==> config.mk <==
export PLATFORM = sky130hd
export DESIGN_NAME = k_way_merge_dedup
export DESIGN_NICKNAME = d
export VERILOG_FILES = /design/src/rtl/kwmd_pkg.sv /design/src/rtl/kwmd_ctrl.sv /design/src/rtl/kwmd_datapath.sv /design/src/rtl/k_way_merge_dedup.sv
export VERILOG_INCLUDE_DIRS = /design/src /design/src/rtl
export SDC_FILE = /design/constraint.sdc
export NUM_CORES = 1
export LEC_CHECK = 0
export BUFFER_PORTS_ARGS = -buffer_cell sky130_fd_sc_hd__buf_2
export CORE_MARGIN = 4
export CORE_UTILIZATION = 60
export DETAILED_ROUTE_END_ITERATION = 8
export GPL_ROUTABILITY_DRIVEN = 0
export HOLD_SLACK_MARGIN = 0.06
export PLACE_DENSITY = 0.87
export SYNTH_ARGS = -nofsm -noshare
export SYNTH_HDL_FRONTEND = slang
export SYNTH_SLANG_ARGS = --single-unit
==> constraint.sdc <==
create_clock -name clk_i -period 15.7 [get_ports clk_i]
set_clock_uncertainty 0.15 [all_clocks]
set_input_delay 0.785 -clock clk_i [delete_from_list [all_inputs] [get_ports clk_i]]
set_output_delay 0.785 -clock clk_i [all_outputs]
set_load 0.02 [all_outputs]
==> src/rtl/k_way_merge_dedup_assert.svh <==
// Assertion macros for the merge block; clk_i and rst_ni must be in scope.
`ifndef K_WAY_MERGE_DEDUP_ASSERT_SVH
`define K_WAY_MERGE_DEDUP_ASSERT_SVH

// Same-cycle implication.
`define KWMD_ASSERT_HOLD(lbl, ante, cons) \
  lbl: assert property (@(posedge clk_i) disable iff (!rst_ni) (ante) |-> (cons)) \
    else $error("kwmd: same-cycle check failed");

// Next-cycle implication.
`define KWMD_ASSERT_NEXT(lbl, ante, cons) \
  lbl: assert property (@(posedge clk_i) disable iff (!rst_ni) (ante) |=> (cons)) \
    else $error("kwmd: next-cycle check failed");

`endif

==> src/rtl/kwmd_pkg.sv <==
package kwmd_pkg;

  localparam int unsigned LANE_W      = 4;
  localparam int unsigned KEY_W       = 32;
  localparam int unsigned TAG_W       = 32;
  localparam int unsigned CFG_W       = 5;
  localparam int unsigned IN_TDATA_W  = 72;
  localparam int unsigned OUT_TDATA_W = 72;
  localparam int unsigned OUT_TUSER_W = 2;

  localparam logic [CFG_W-1:0] NUM_LANES_RST = 5'd16;

  typedef enum logic [2:0] {
    ST_IDLE,
    ST_APPLY,
    ST_SCAN,
    ST_EMIT,
    ST_ERR
  } ctrl_state_e;

  // controller -> datapath
  typedef struct packed {
    logic load_in;
    logic apply;
    logic scan_start;
    logic scan_step;
    logic emit_sel;
    logic emit_err;
  } cmd_t;

  // datapath -> controller
  typedef struct packed {
    logic mismatch;
    logic load_more;
    logic scan_last;
    logic out_free;
  } sts_t;

endpackage

==> src/rtl/kwmd_ctrl.sv <==
module kwmd_ctrl (
  input  logic           clk_i,
  input  logic           rst_ni,
  input  logic           cfg_we_i,
  input  logic           s_tvalid_i,
  output logic           s_tready_o,
  input  kwmd_pkg::sts_t sts_i,
  output kwmd_pkg::cmd_t cmd_o
);
  import kwmd_pkg::*;

  ctrl_state_e state_q, state_d;

  always_ff @(posedge clk_i or negedge rst_ni) begin
    if (!rst_ni) begin
      state_q <= ST_IDLE;
    end else if (cfg_we_i) begin
      state_q <= ST_IDLE;
    end else begin
      state_q <= state_d;
    end
  end

  always_comb begin
    state_d = state_q;
    case (state_q)
      ST_IDLE: begin
        if (s_tvalid_i) state_d = ST_APPLY;
      end
      ST_APPLY: begin
        if (sts_i.mismatch) state_d = ST_ERR;
        else if (sts_i.load_more) state_d = ST_IDLE;
        else state_d = ST_SCAN;
      end
      ST_SCAN: begin
        if (sts_i.scan_last) state_d = ST_EMIT;
      end
      ST_EMIT: begin
        if (sts_i.out_free) state_d = ST_IDLE;
      end
      ST_ERR: begin
        if (sts_i.out_free) state_d = ST_IDLE;
      end
      default: state_d = ST_IDLE;
    endcase
  end

  always_comb begin
    cmd_o      = '0;
    s_tready_o = 1'b0;
    case (state_q)
      ST_IDLE: begin
        s_tready_o    = 1'b1;
        cmd_o.load_in = s_tvalid_i;
      end
      ST_APPLY: begin
        cmd_o.apply      = !sts_i.mismatch;
        cmd_o.scan_start = !sts_i.mismatch && !sts_i.load_more;
      end
      ST_SCAN: cmd_o.scan_step = 1'b1;
      ST_EMIT: cmd_o.emit_sel  = sts_i.out_free;
      ST_ERR:  cmd_o.emit_err  = sts_i.out_free;
      default: cmd_o = '0;
    endcase
  end

endmodule

==> src/rtl/kwmd_datapath.sv <==
module kwmd_datapath #(
  parameter int unsigned MAX_LANES = 16
) (
  input  logic                                 clk_i,
  input  logic                                 rst_ni,
  input  logic                                 cfg_we_i,
  input  logic [kwmd_pkg::CFG_W-1:0]           cfg_wdata_i,
  input  logic [kwmd_pkg::IN_TDATA_W-1:0]      s_tdata_i,
  input  logic                                 s_tuser_i,
  input  kwmd_pkg::cmd_t                       cmd_i,
  output kwmd_pkg::sts_t                       sts_o,
  input  logic                                 m_tready_i,
  output logic                                 m_tvalid_o,
  output logic [kwmd_pkg::OUT_TDATA_W-1:0]     m_tdata_o,
  output logic [kwmd_pkg::OUT_TUSER_W-1:0]     m_tuser_o
);
  import kwmd_pkg::*;

  localparam int unsigned LW  = $clog2(MAX_LANES);
  localparam int unsigned CW0 = $clog2(MAX_LANES + 1);
  localparam int unsigned CW  = (CW0 > CFG_W) ? CW0 : CFG_W;

  // input capture
  logic [LANE_W-1:0] in_lane_q;
  logic [KEY_W-1:0]  in_key_q;
  logic [TAG_W-1:0]  in_tag_q;
  logic              in_ex_q;

  // lane heads
  logic [KEY_W-1:0]     head_key_q [MAX_LANES];
  logic [TAG_W-1:0]     head_tag_q [MAX_LANES];
  logic [MAX_LANES-1:0] active_q, active_d;

  // merge control state
  logic [CFG_W-1:0] nl_q;
  logic [CW-1:0]    loaded_q, loaded_d;
  logic             merging_q, merging_d;
  logic [LW-1:0]    awaited_q, awaited_d;
  logic [KEY_W-1:0] last_key_q, last_key_d;
  logic             have_last_q, have_last_d;

  // scan
  logic [CW-1:0]    idx_q;
  logic             found_q;
  logic [KEY_W-1:0] best_key_q;
  logic [TAG_W-1:0] best_tag_q;
  logic [LW-1:0]    best_idx_q;

  // output register
  logic              m_valid_q;
  logic              out_wv_q;
  logic [KEY_W-1:0]  out_key_q;
  logic [TAG_W-1:0]  out_tag_q;
  logic [LANE_W-1:0] out_refill_q;
  logic              out_done_q;
  logic              out_err_q;

  logic [CW-1:0] n_lanes;
  logic [CW-1:0] expect_lane;
  logic [CW-1:0] loaded_inc;
  logic [LW-1:0] wr_idx;
  logic [LW-1:0] rd_idx;
  logic          take;
  logic          sel_wr;
  logic          out_free;
  logic          emit;

  always_comb begin
    if (nl_q == '0) begin
      n_lanes = CW'(1);
    end else if (CW'(nl_q) > CW'(MAX_LANES)) begin
      n_lanes = CW'(MAX_LANES);
    end else begin
      n_lanes = CW'(nl_q);
    end
  end

  assign expect_lane = merging_q ? CW'(awaited_q) : loaded_q;
  assign loaded_inc  = loaded_q + CW'(1);
  assign wr_idx      = expect_lane[LW-1:0];
  assign rd_idx      = idx_q[LW-1:0];
  assign take        = active_q[rd_idx] &&
                       (!found_q || ($signed(head_key_q[rd_idx]) < $signed(best_key_q)));
  assign sel_wr      = !have_last_q || (best_key_q != last_key_q);
  assign out_free    = !m_valid_q || m_tready_i;
  assign emit        = cmd_i.emit_sel || cmd_i.emit_err;

  assign sts_o.mismatch  = CW'(in_lane_q) != expect_lane;
  assign sts_o.load_more = !merging_q && (loaded_inc < n_lanes);
  assign sts_o.scan_last = idx_q == (n_lanes - CW'(1));
  assign sts_o.out_free  = out_free;

  always_ff @(posedge clk_i) begin
    if (cmd_i.load_in) begin
      in_lane_q <= s_tdata_i[LANE_W-1:0];
      in_key_q  <= s_tdata_i[LANE_W +: KEY_W];
      in_tag_q  <= s_tdata_i[LANE_W+KEY_W +: TAG_W];
      in_ex_q   <= s_tuser_i;
    end
    if (cmd_i.apply && !in_ex_q) begin
      head_key_q[wr_idx] <= in_key_q;
      head_tag_q[wr_idx] <= in_tag_q;
    end
    if (cmd_i.scan_step && take) begin
      best_key_q <= head_key_q[rd_idx];
      best_tag_q <= head_tag_q[rd_idx];
      best_idx_q <= rd_idx;
    end
  end

  always_comb begin
    active_d    = active_q;
    loaded_d    = loaded_q;
    merging_d   = merging_q;
    awaited_d   = awaited_q;
    last_key_d  = last_key_q;
    have_last_d = have_last_q;
    if (cmd_i.apply) begin
      active_d[wr_idx] = !in_ex_q;
      if (!merging_q) begin
        loaded_d = loaded_inc;
        if (loaded_inc == n_lanes) merging_d = 1'b1;
      end
    end
    if (cmd_i.emit_sel) begin
      if (found_q) begin
        awaited_d = best_idx_q;
        if (sel_wr) begin
          last_key_d  = best_key_q;
          have_last_d = 1'b1;
        end
      end else begin
        // all lanes drained: back to loading
        active_d    = '0;
        loaded_d    = '0;
        merging_d   = 1'b0;
        awaited_d   = '0;
        last_key_d  = '0;
        have_last_d = 1'b0;
      end
    end
  end

  always_ff @(posedge clk_i or negedge rst_ni) begin
    if (!rst_ni) begin
      nl_q        <= NUM_LANES_RST;
      active_q    <= '0;
      loaded_q    <= '0;
      merging_q   <= 1'b0;
      awaited_q   <= '0;
      last_key_q  <= '0;
      have_last_q <= 1'b0;
      idx_q       <= '0;
      found_q     <= 1'b0;
      m_valid_q   <= 1'b0;
    end else if (cfg_we_i) begin
      nl_q        <= cfg_wdata_i;
      active_q    <= '0;
      loaded_q    <= '0;
      merging_q   <= 1'b0;
      awaited_q   <= '0;
      last_key_q  <= '0;
      have_last_q <= 1'b0;
      idx_q       <= '0;
      found_q     <= 1'b0;
      m_valid_q   <= 1'b0;
    end else begin
      active_q    <= active_d;
      loaded_q    <= loaded_d;
      merging_q   <= merging_d;
      awaited_q   <= awaited_d;
      last_key_q  <= last_key_d;
      have_last_q <= have_last_d;
      if (cmd_i.scan_start) begin
        idx_q   <= '0;
        found_q <= 1'b0;
      end else if (cmd_i.scan_step) begin
        idx_q <= idx_q + CW'(1);
        if (take) found_q <= 1'b1;
      end
      if (emit) begin
        m_valid_q <= 1'b1;
      end else if (m_tready_i) begin
        m_valid_q <= 1'b0;
      end
    end
  end

  always_ff @(posedge clk_i) begin
    if (cmd_i.emit_err) begin
      out_wv_q     <= 1'b0;
      out_key_q    <= '0;
      out_tag_q    <= '0;
      out_refill_q <= LANE_W'(expect_lane);
      out_done_q   <= 1'b0;
      out_err_q    <= 1'b1;
    end else if (cmd_i.emit_sel) begin
      out_wv_q     <= found_q && sel_wr;
      out_key_q    <= found_q ? best_key_q : '0;
      out_tag_q    <= found_q ? best_tag_q : '0;
      out_refill_q <= found_q ? LANE_W'(best_idx_q) : '0;
      out_done_q   <= !found_q;
      out_err_q    <= 1'b0;
    end
  end

  assign m_tvalid_o = m_valid_q;
  assign m_tdata_o  = {{(OUT_TDATA_W - 1 - KEY_W - TAG_W - LANE_W){1'b0}},
                       out_refill_q, out_tag_q, out_key_q, out_wv_q};
  assign m_tuser_o  = {out_err_q, out_done_q};

  `include "k_way_merge_dedup_assert.svh"

  `KWMD_ASSERT_HOLD(a_merging_fully_loaded, merging_q, loaded_q == n_lanes)
  `KWMD_ASSERT_NEXT(a_done_clears_lanes, cmd_i.emit_sel && !found_q && !cfg_we_i, active_q == '0 && !have_last_q && !merging_q)
  `KWMD_ASSERT_NEXT(a_last_key_follows_write, cmd_i.emit_sel && found_q && sel_wr && !cfg_we_i, last_key_q == out_key_q && out_wv_q)

endmodule

==> src/rtl/k_way_merge_dedup.sv <==
// Result path: an item that completes loading or refills a lane is captured, applied, then
// passes a sequential scan over the n lane heads and the output load; n = num_lanes clamped to 1..16.
// Items are taken one at a time: s_axis_tready is high only while idle, so a refill waits
// for the sequential scan over the lane heads; refills and wrong-lane items also wait for a free output.
// Reset: async active low; returns to loading with all lanes inactive, lane count 16.
// A configuration write restarts the merge in the same way, with the lane count from cfg_wdata_i.
module k_way_merge_dedup #(
  parameter int unsigned MAX_LANES = 16
) (
  input  logic                                 clk_i,
  input  logic                                 rst_ni,
  input  logic                                 cfg_we_i,
  input  logic [kwmd_pkg::CFG_W-1:0]           cfg_wdata_i,    // num_lanes
  input  logic                                 s_axis_tvalid,
  output logic                                 s_axis_tready,
  // lane[3:0], key[35:4], payload[67:36], zero pad
  input  logic [kwmd_pkg::IN_TDATA_W-1:0]      s_axis_tdata,
  input  logic                                 s_axis_tuser,   // exhausted
  output logic                                 m_axis_tvalid,
  input  logic                                 m_axis_tready,
  // write_valid[0], out_key[32:1], out_payload[64:33], refill_lane[68:65], zero pad
  output logic [kwmd_pkg::OUT_TDATA_W-1:0]     m_axis_tdata,
  // done_res[0], protocol_error[1]
  output logic [kwmd_pkg::OUT_TUSER_W-1:0]     m_axis_tuser
);
  import kwmd_pkg::*;

  cmd_t cmd;
  sts_t sts;

  kwmd_ctrl u_ctrl (
    .clk_i      (clk_i),
    .rst_ni     (rst_ni),
    .cfg_we_i   (cfg_we_i),
    .s_tvalid_i (s_axis_tvalid),
    .s_tready_o (s_axis_tready),
    .sts_i      (sts),
    .cmd_o      (cmd)
  );

  kwmd_datapath #(
    .MAX_LANES (MAX_LANES)
  ) u_datapath (
    .clk_i       (clk_i),
    .rst_ni      (rst_ni),
    .cfg_we_i    (cfg_we_i),
    .cfg_wdata_i (cfg_wdata_i),
    .s_tdata_i   (s_axis_tdata),
    .s_tuser_i   (s_axis_tuser),
    .cmd_i       (cmd),
    .sts_o       (sts),
    .m_tready_i  (m_axis_tready),
    .m_tvalid_o  (m_axis_tvalid),
    .m_tdata_o   (m_axis_tdata),
    .m_tuser_o   (m_axis_tuser)
  );

endmodule
Word-level counts from Yosys, hierarchy flattened
Memories as Yosys holds them, arrays and structs flattened. A register that Yosys moved wholly into a read port is not among the register bits.
Index checks and enable logic that the tools add are counted.
{"block": "totals", "out_inout_bits": 76, "memories": 2, "regBits": 250, "mem_bits_rw": 1024, "input_bits": 83, "word_cells": 137}
{"block": "op_classes", "n_eq_ne": 12, "n_addsub": 3, "n_lt_le_gt_ge": 6, "n_mux": 62, "n_reduce_logical": 29}
{"memory": "u_datapath.head_key_q", "depth": 16, "width": 32, "read_ports": 1, "rd_ports_with_merged_regs": 0, "write_ports": 1, "line_no": "kwmd_datapath.sv:30", "text": "logic [KEY_W-1:0] head_key_q [MAX_LANES];"}
{"memory": "u_datapath.head_tag_q", "depth": 16, "width": 32, "read_ports": 1, "rd_ports_with_merged_regs": 1, "write_ports": 1, "line_no": "kwmd_datapath.sv:31", "text": "logic [TAG_W-1:0] head_tag_q [MAX_LANES];"}
{"operator": "32-bit two-way mux", "count": 6}
{"operator": "16-bit two-way mux", "count": 4}
{"operator": "5-bit two-way mux", "count": 11}
{"operator": "32-bit < comparator", "count": 1}
{"operator": "32-bit != test", "count": 1}
{"operator": "1-bit two-way mux", "count": 26}
{"operator": "16-bit bitwise mux", "count": 1}
{"operator": "4-bit two-way mux", "count": 4}
{"operator": "3-bit two-way mux", "count": 5}
{"operator": "3-bit one-hot mux with 4 select lines", "count": 1}
{"operator": "5-bit by 1-bit adder with 5-bit output, second input constant", "count": 2}
{"operator": "5-bit == test", "count": 2}
{"operator": "4-bit by 5-bit < comparator with 1-bit output, second input constant", "count": 2}
{"operator": "3-bit != test, second input constant", "count": 3}
{"operator": "3-bit nonzero test", "count": 3}
{"operator": "1-bit logical AND", "count": 7}
{"operator": "1-bit logical NOT", "count": 7}
{"operator": "3-bit by 2-bit == test with 1-bit output, second input constant", "count": 2}
{"operator": "5-bit > comparator, second input constant", "count": 1}
{"operator": "5-bit logical NOT", "count": 1}
{"operator": "5-bit < comparator", "count": 1}
{"operator": "4-bit by 5-bit != test with 1-bit output", "count": 1}
{"operator": "5-bit by 1-bit subtractor with 5-bit output, second input constant", "count": 1}
{"operator": "1-bit binary-select mux with 4-bit select", "count": 1}
{"operator": "12 further kinds", "count": 18}

Depth between registers and ports, before layout
{"block": "depth", "depth_word": 12, "ltp_mapped": 12, "ltp_nobuf": 9}

Modules after synthesis
Synthesis repeated with hierarchy kept, for this count alone.
{"block": "hier_totals", "cells_unflattened": 2260, "area_unflattened_um2": 50073.0}
{"module": "kwmd_datapath", "seq_area_each_um2": 38102.8, "area_per_inst_um2": 49827.8, "instances": 1, "cells_per_inst": 2234}
{"module": "kwmd_ctrl", "seq_area_each_um2": 75.1, "area_per_inst_um2": 245.2, "instances": 1, "cells_per_inst": 26}

Least setup slack after synthesis
Ideal clock, no wire load.
{"block": "synth_path", "path_kind": "flip-flop to flip-flop", "start": "reg u_datapath.loaded_q[2]", "end": "mem u_datapath.head_key_q[4][0] (enable)", "path_stages_with_launch": 8, "path_buffers": 2, "arrival_time_ns": 6.251, "path_slack_ns": 8.734, "synth_period_minus_slack_ns": 6.966, "setup_time_ns": 0.565, "required_time_ns": 14.985, "path_cell_list": "dfrtp_1 > buf_6 > xor2_1 > or4_4 > a2111oi_4 > nand2_1 > buf_2 > nor3_1"}
{"block": "synth_via", "elab_chain_cells": 7}
{"item": "start, declared", "line_no": "kwmd_datapath.sv:36", "text": "logic [CW-1:0] loaded_q, loaded_d;"}
{"item": "start signal, assigned", "line_no": "kwmd_datapath.sv:169", "text": "loaded_q <= loaded_d;"}
{"item": "5-bit two-way mux (*)", "line_no": "kwmd_datapath.sv:78", "text": "assign expect_lane = merging_q ? CW'(awaited_q) : loaded_q;"}
{"item": "4-bit by 5-bit != test with 1-bit output", "line_no": "kwmd_datapath.sv:88", "text": "assign sts_o.mismatch = CW'(in_lane_q) != expect_lane;"}
{"item": "1-bit logical NOT", "line_no": "kwmd_ctrl.sv:57", "text": "cmd_o.apply = !sts_i.mismatch;"}
{"item": "2-bit two-way mux", "line_no": "kwmd_ctrl.sv:51", "text": "case (state_q)"}
{"item": "1-bit logical AND", "line_no": "kwmd_datapath.sv:100", "text": "if (cmd_i.apply && !in_ex_q) begin"}
{"item": "1-bit two-way mux", "line_no": "kwmd_datapath.sv:100"}
{"item": "1-bit two-way mux (not written as such)", "line_no": "kwmd_datapath.sv:101", "text": "head_key_q[wr_idx] <= in_key_q;"}
{"item": "end, declared", "line_no": "kwmd_datapath.sv:30"}
Mark *: on every way between the ends. The rest lies on a longest branch, timed or not.

Final worst setup path
{"block": "layout_path", "start": "reg u_datapath.idx_q[0]", "end": "reg u_datapath.best_key_q[29] (read register of u_datapath.head_key_q) (enable)"}
{"block": "layout_via", "elab_chain_cells": 5, "elab_cells_between_ends": 7, "classes_between": "order compare (1); mux (2); reduce/logical (3); memory (1)"}
{"item": "start, declared", "line_no": "kwmd_datapath.sv:43", "text": "logic [CW-1:0] idx_q;"}
{"item": "start signal, assigned", "line_no": "kwmd_datapath.sv:178", "text": "idx_q <= idx_q + CW'(1);"}
{"item": "memory 16 x 32 bit"}
{"item": "32-bit < comparator", "line_no": "kwmd_datapath.sv:83", "text": "(!found_q || ($signed(head_key_q[rd_idx]) < $signed(best_key_q)));"}
{"item": "1-bit logical OR", "line_no": "kwmd_datapath.sv:83"}
{"item": "1-bit logical AND (*)", "line_no": "kwmd_datapath.sv:82", "text": "assign take = active_q[rd_idx] &&"}
{"item": "1-bit logical AND (*)", "line_no": "kwmd_datapath.sv:104", "text": "if (cmd_i.scan_step && take) begin"}
{"item": "end, declared", "line_no": "kwmd_datapath.sv:45", "text": "logic [KEY_W-1:0] best_key_q;"}
Mark *: on every way between the ends. The rest lies on a longest branch, timed or not. The select of a mux whose other input is x is not followed.
A chain may end at the register's enable or synchronous reset.

==> flow_results.org <==
** Final layout
- Final #Nets :: 2576
- Final core utilization :: 67.8%
- The post-route netlist has 28.3% of its cells at a drive strength greater than 1.
- Compared with the post-synthesis result, the final layout area differs by 12.2%.

** Logic synthesis
- Register bit count reported by yosys :: 1306
- Mapped Area :: 49600 um2
- After synthesis, the mean cell area works out to 22.0 um2.
- Of all flip-flops after synthesis, the portion carrying an async set or reset was 5.67%.
- Register area share after synthesis :: 77.0%
- Distinct cells, synth :: 64
- Yosys warns :: 0
- For this run, the leading register cell type out of synthesis is sky130_fd_sc_hd__edfxtp_1.
- Post-synth EDFFs :: 1165
- Count of mapped cells out of synthesis :: 2252

** Clock tree
- The H-tree was split into 3 levels.
- Clock latency on the worst-skew pair, taken at its later pin, is 0.71 ns.
- For this design, the CTS-stage hold fixing added 0 buffers.
- Clock-pin slew reported for the worst setup and hold paths after clock tree synthesis :: 0.07 ns
- TritonCTS built the clock tree.
- Buffers added to address setup during post-CTS repair amount to 0.
- The clock drives 1306 sinks.
- CTS max path bufs :: 3
- Root cell of the clock tree :: sky130_fd_sc_hd__clkbuf_16
- Post-CTS repair changed the size of 0 cells.
- Buffers inserted during clock tree synthesis total 119.

** Floorplan
- The die is 295 um tall.
- Die Footprint :: 87300 um2
- For this design the top-level I/O count stands at 159.
- Width of the die :: 295 um
- Starting Density :: 60.5%
- The core region is 82000 um2.
- The initialized floorplan defines 105 standard-cell rows.

** Power and ir drop
- Power density normalized to cell area :: 123 nW/um2
- The worst-case IR drop observed on VDD is 0.103 mV.
- Leakage power :: 18.0 nW

** GRT
- The total overflow left after global routing is 0.
- For this run, the total global-route usage over all layers was measured as 29.5%.
- The number of global-route vias before repair was 26000.
- The first global-routing pass estimated 183 mm of wire.
- Largest net degree at the start of global routing :: 171
- Number of antenna violations at the first check in global routing :: 1

** Placement
- Once detailed placement completed, the half-perimeter wirelength came to 63.6 mm.
- Total of buffers placed on input and output ports :: 151

** Detailed routing
- The pre-antenna-repair detailed-routing pass consisted of 5 iterations.
- Drc violations :: 0
- Using the TritonRoute via totals, the vias-per-cell ratio works out to 6.92.
- Drt wl/cell :: 34.8 um
- Antenna violation net count after detailed routing :: 0
- Final WL :: 126 mm
- Vias post-DR :: 25100
- Initial DRC Count :: 3557

** Flow run
- The tool flagged a number of max-cap violations equal to 0.

** Worst hold path
- Along the worst hold path, the cell count comes to 1.
- In this run the most critical hold path is launched from s_axis_tdata[65].
- Worst min path class :: input pin to flip-flop

** STA
- The number of pins with negative max-slew slack in the final report came to 0.
- Setup repair after global routing missed its margin :: false
- Final TNS setup :: 0 ns
- Number of endpoints with negative hold slack in the final report :: 0
- Minimum clock period after layout :: 7.20 ns
- Setup violations remaining at the end of the flow were counted as 0.
- Measured against its own limit, the worst slew margin works out to 14.7%.
- Dividing the final minimum period by the clock period gives 45.9%.
- Timing would allow up to 0.139 GHz.
- For the pin with the worst max-slew slack, the measured transition is 1.28 ns.

** Setup path
- STA classifies the critical path endpoint as a flip-flop.
- Critical Path Fanout Max :: 55
- For the worst setup path, the data arrival time is 7.35 ns.
- Measured in cells, the most critical reg-to-reg path has a length of 11.
- Required time of the critical path :: 15.85 ns
- Sort of element at the start of the critical path :: flip-flop
- The worst register-to-register path begins at u_datapath.idx_q[0].
- The critical path starts at u_datapath.idx_q[0].
- The critical path in this run is classified as flip-flop to flip-flop.

** Status
- Result of the run :: finished clean
==> metal layers <==
| layer | track usage, % | wire [um] |
|---|---|---|
| met5 | 0 | 0 |
| met4 | 11.8 | 5530 |
| met3 | 5.37 | 12300 |
| met1 | 39.4 | 43900 |
| met2 | 49.2 | 64500 |
==> cells in the mapped netlist, drive strengths merged (21+ instances only) <==
cell type / n / share of area, %
buf: 38 / 0.37
nor3: 21 / 0.26
dfxtp: 67 / 2.7
a21oi: 24 / 0.24
inv: 36 / 0.27
dfrtp: 73 / 3.7
xor2: 40 / 0.71
nor2: 33 / 0.25
a22o: 96 / 1.7
ha: 39 / 0.98
edfxtp: 1165 / 71
mux4: 322 / 15
clkbuf: 79 / 0.60
nand2: 32 / 0.25
==> layout make-up <==
class,count,area (um2)
Tap cell,1070,1340
Inverter,37,139
Clock buffer,154,3260
Timing Repair Buffer,196,1110
Antenna cell,1,2.50
Fill cell,4793,26400
Sequential cell,1306,38200
Multi-Input combinational cell,794,10900
Clock inverter,71,663
==> registers in the layout, indices dropped and copies added (netlist names), 16 cells and up <==
name,cells
u_datapath.best_key_q,32
u_datapath.head_tag_q,512
u_datapath.in_tag_q,32
u_datapath.out_key_q,32
u_datapath.head_key_q,512
u_datapath.out_tag_q,32
u_datapath.active_q,16
u_datapath.best_tag_q,32
u_datapath.last_key_q,32
u_datapath.in_key_q,32
==> cells in the final DEF (no fill, tap or decap), drive strengths merged, types with 4 or more instances in the layout <==
cell / n
edfxtp: 1165
mux4: 322
buf: 196
clkbuf: 154
a22o: 96
dfrtp: 73
dfxtp: 67
clkinv: 54
xor2: 40
ha: 39
inv: 38
nor2: 33
nand2: 32
a21oi: 24
nor3: 21
nand3: 19
o21a: 19
o21ai: 17
xnor2: 13
nor4: 12
nand4: 11
bufinv: 10
o31ai: 9
a21o: 8
o211ai: 8
mux2i: 7
nand2b: 7
mux2: 6
clkinvlp: 6
nor2b: 5
or3: 4
a31oi: 4
==> per-stage QoR <==
| step | power (mW) | cells | hold slack, ns | worst slack [ns] | instance area (um2) |
|---|---|---|---|---|---|
| after floorplan | 3.94 | 2254 | 0.273 | 8.73 | 49600 |
| after global placement | 3.98 | 3403 | 0.297 | 8.68 | 51700 |
| after detailed placement | 3.99 | 3403 | 0.300 | 8.53 | 51700 |
| after CTS | 6.85 | 3628 | 0.0602 | 8.42 | 55600 |
| after global routing | 7.03 | 3629 | 0.0698 | 8.03 | 55600 |
| final | 6.83 | 3629 | 0.0980 | 8.50 | 55600 |
==> critical path: stages, from the launching register on <==
cell and delay (ns):
sky130_fd_sc_hd__dfrtp_4 1.13, sky130_fd_sc_hd__buf_4 0.90, sky130_fd_sc_hd__buf_4 0.80, sky130_fd_sc_hd__mux4_2 0.66, sky130_fd_sc_hd__mux4_2 0.60, sky130_fd_sc_hd__ha_1 0.35
sky130_fd_sc_hd__a21oi_1 0.15, sky130_fd_sc_hd__nor2b_1 0.06, sky130_fd_sc_hd__o31a_1 0.23, sky130_fd_sc_hd__o31ai_1 0.29, sky130_fd_sc_hd__o211a_4 0.68, sky130_fd_sc_hd__buf_4 0.67
==> report_power, final <==
part / leakage, nW / switching (mW) / internal (mW)
Clock: 1.89 / 1.28 / 1.63
Combinational: 4.09 / 0.0417 / 0.0196
Sequential: 12.1 / 0.0493 / 3.81
==> cells by family after synthesis <==
| logic type | count (synthesis) | share of synthesized area [%] |
|---|---|---|
| muxes | 335 | 14.9 |
| other | 1 | 0.00757 |
| AOI/OAI and AO/OA | 202 | 3.16 |
| buffers and inverters | 154 | 1.24 |
| adders and majority gates | 39 | 0.985 |
| and+or+nand+nor | 162 | 1.73 |
| DFF | 1306 | 77.0 |
| xor gates and xnor gates | 53 | 0.937 |
==> worst paths after layout <==
check	end	slack [ns]
worst max-delay path	u_datapath.best_key_q[29]	8.50
worst min-delay path	u_datapath.in_tag_q[29]	0.1
worst max register to register	u_datapath.best_key_q[29]	8.50
worst min register to register	u_datapath.out_tag_q[5]	0.32
max in group asynchronous	u_datapath.idx_q[0]	14.44
min in group asynchronous	u_datapath.last_key_q[24]	0.19
Power figures use the tool's default switching activity.
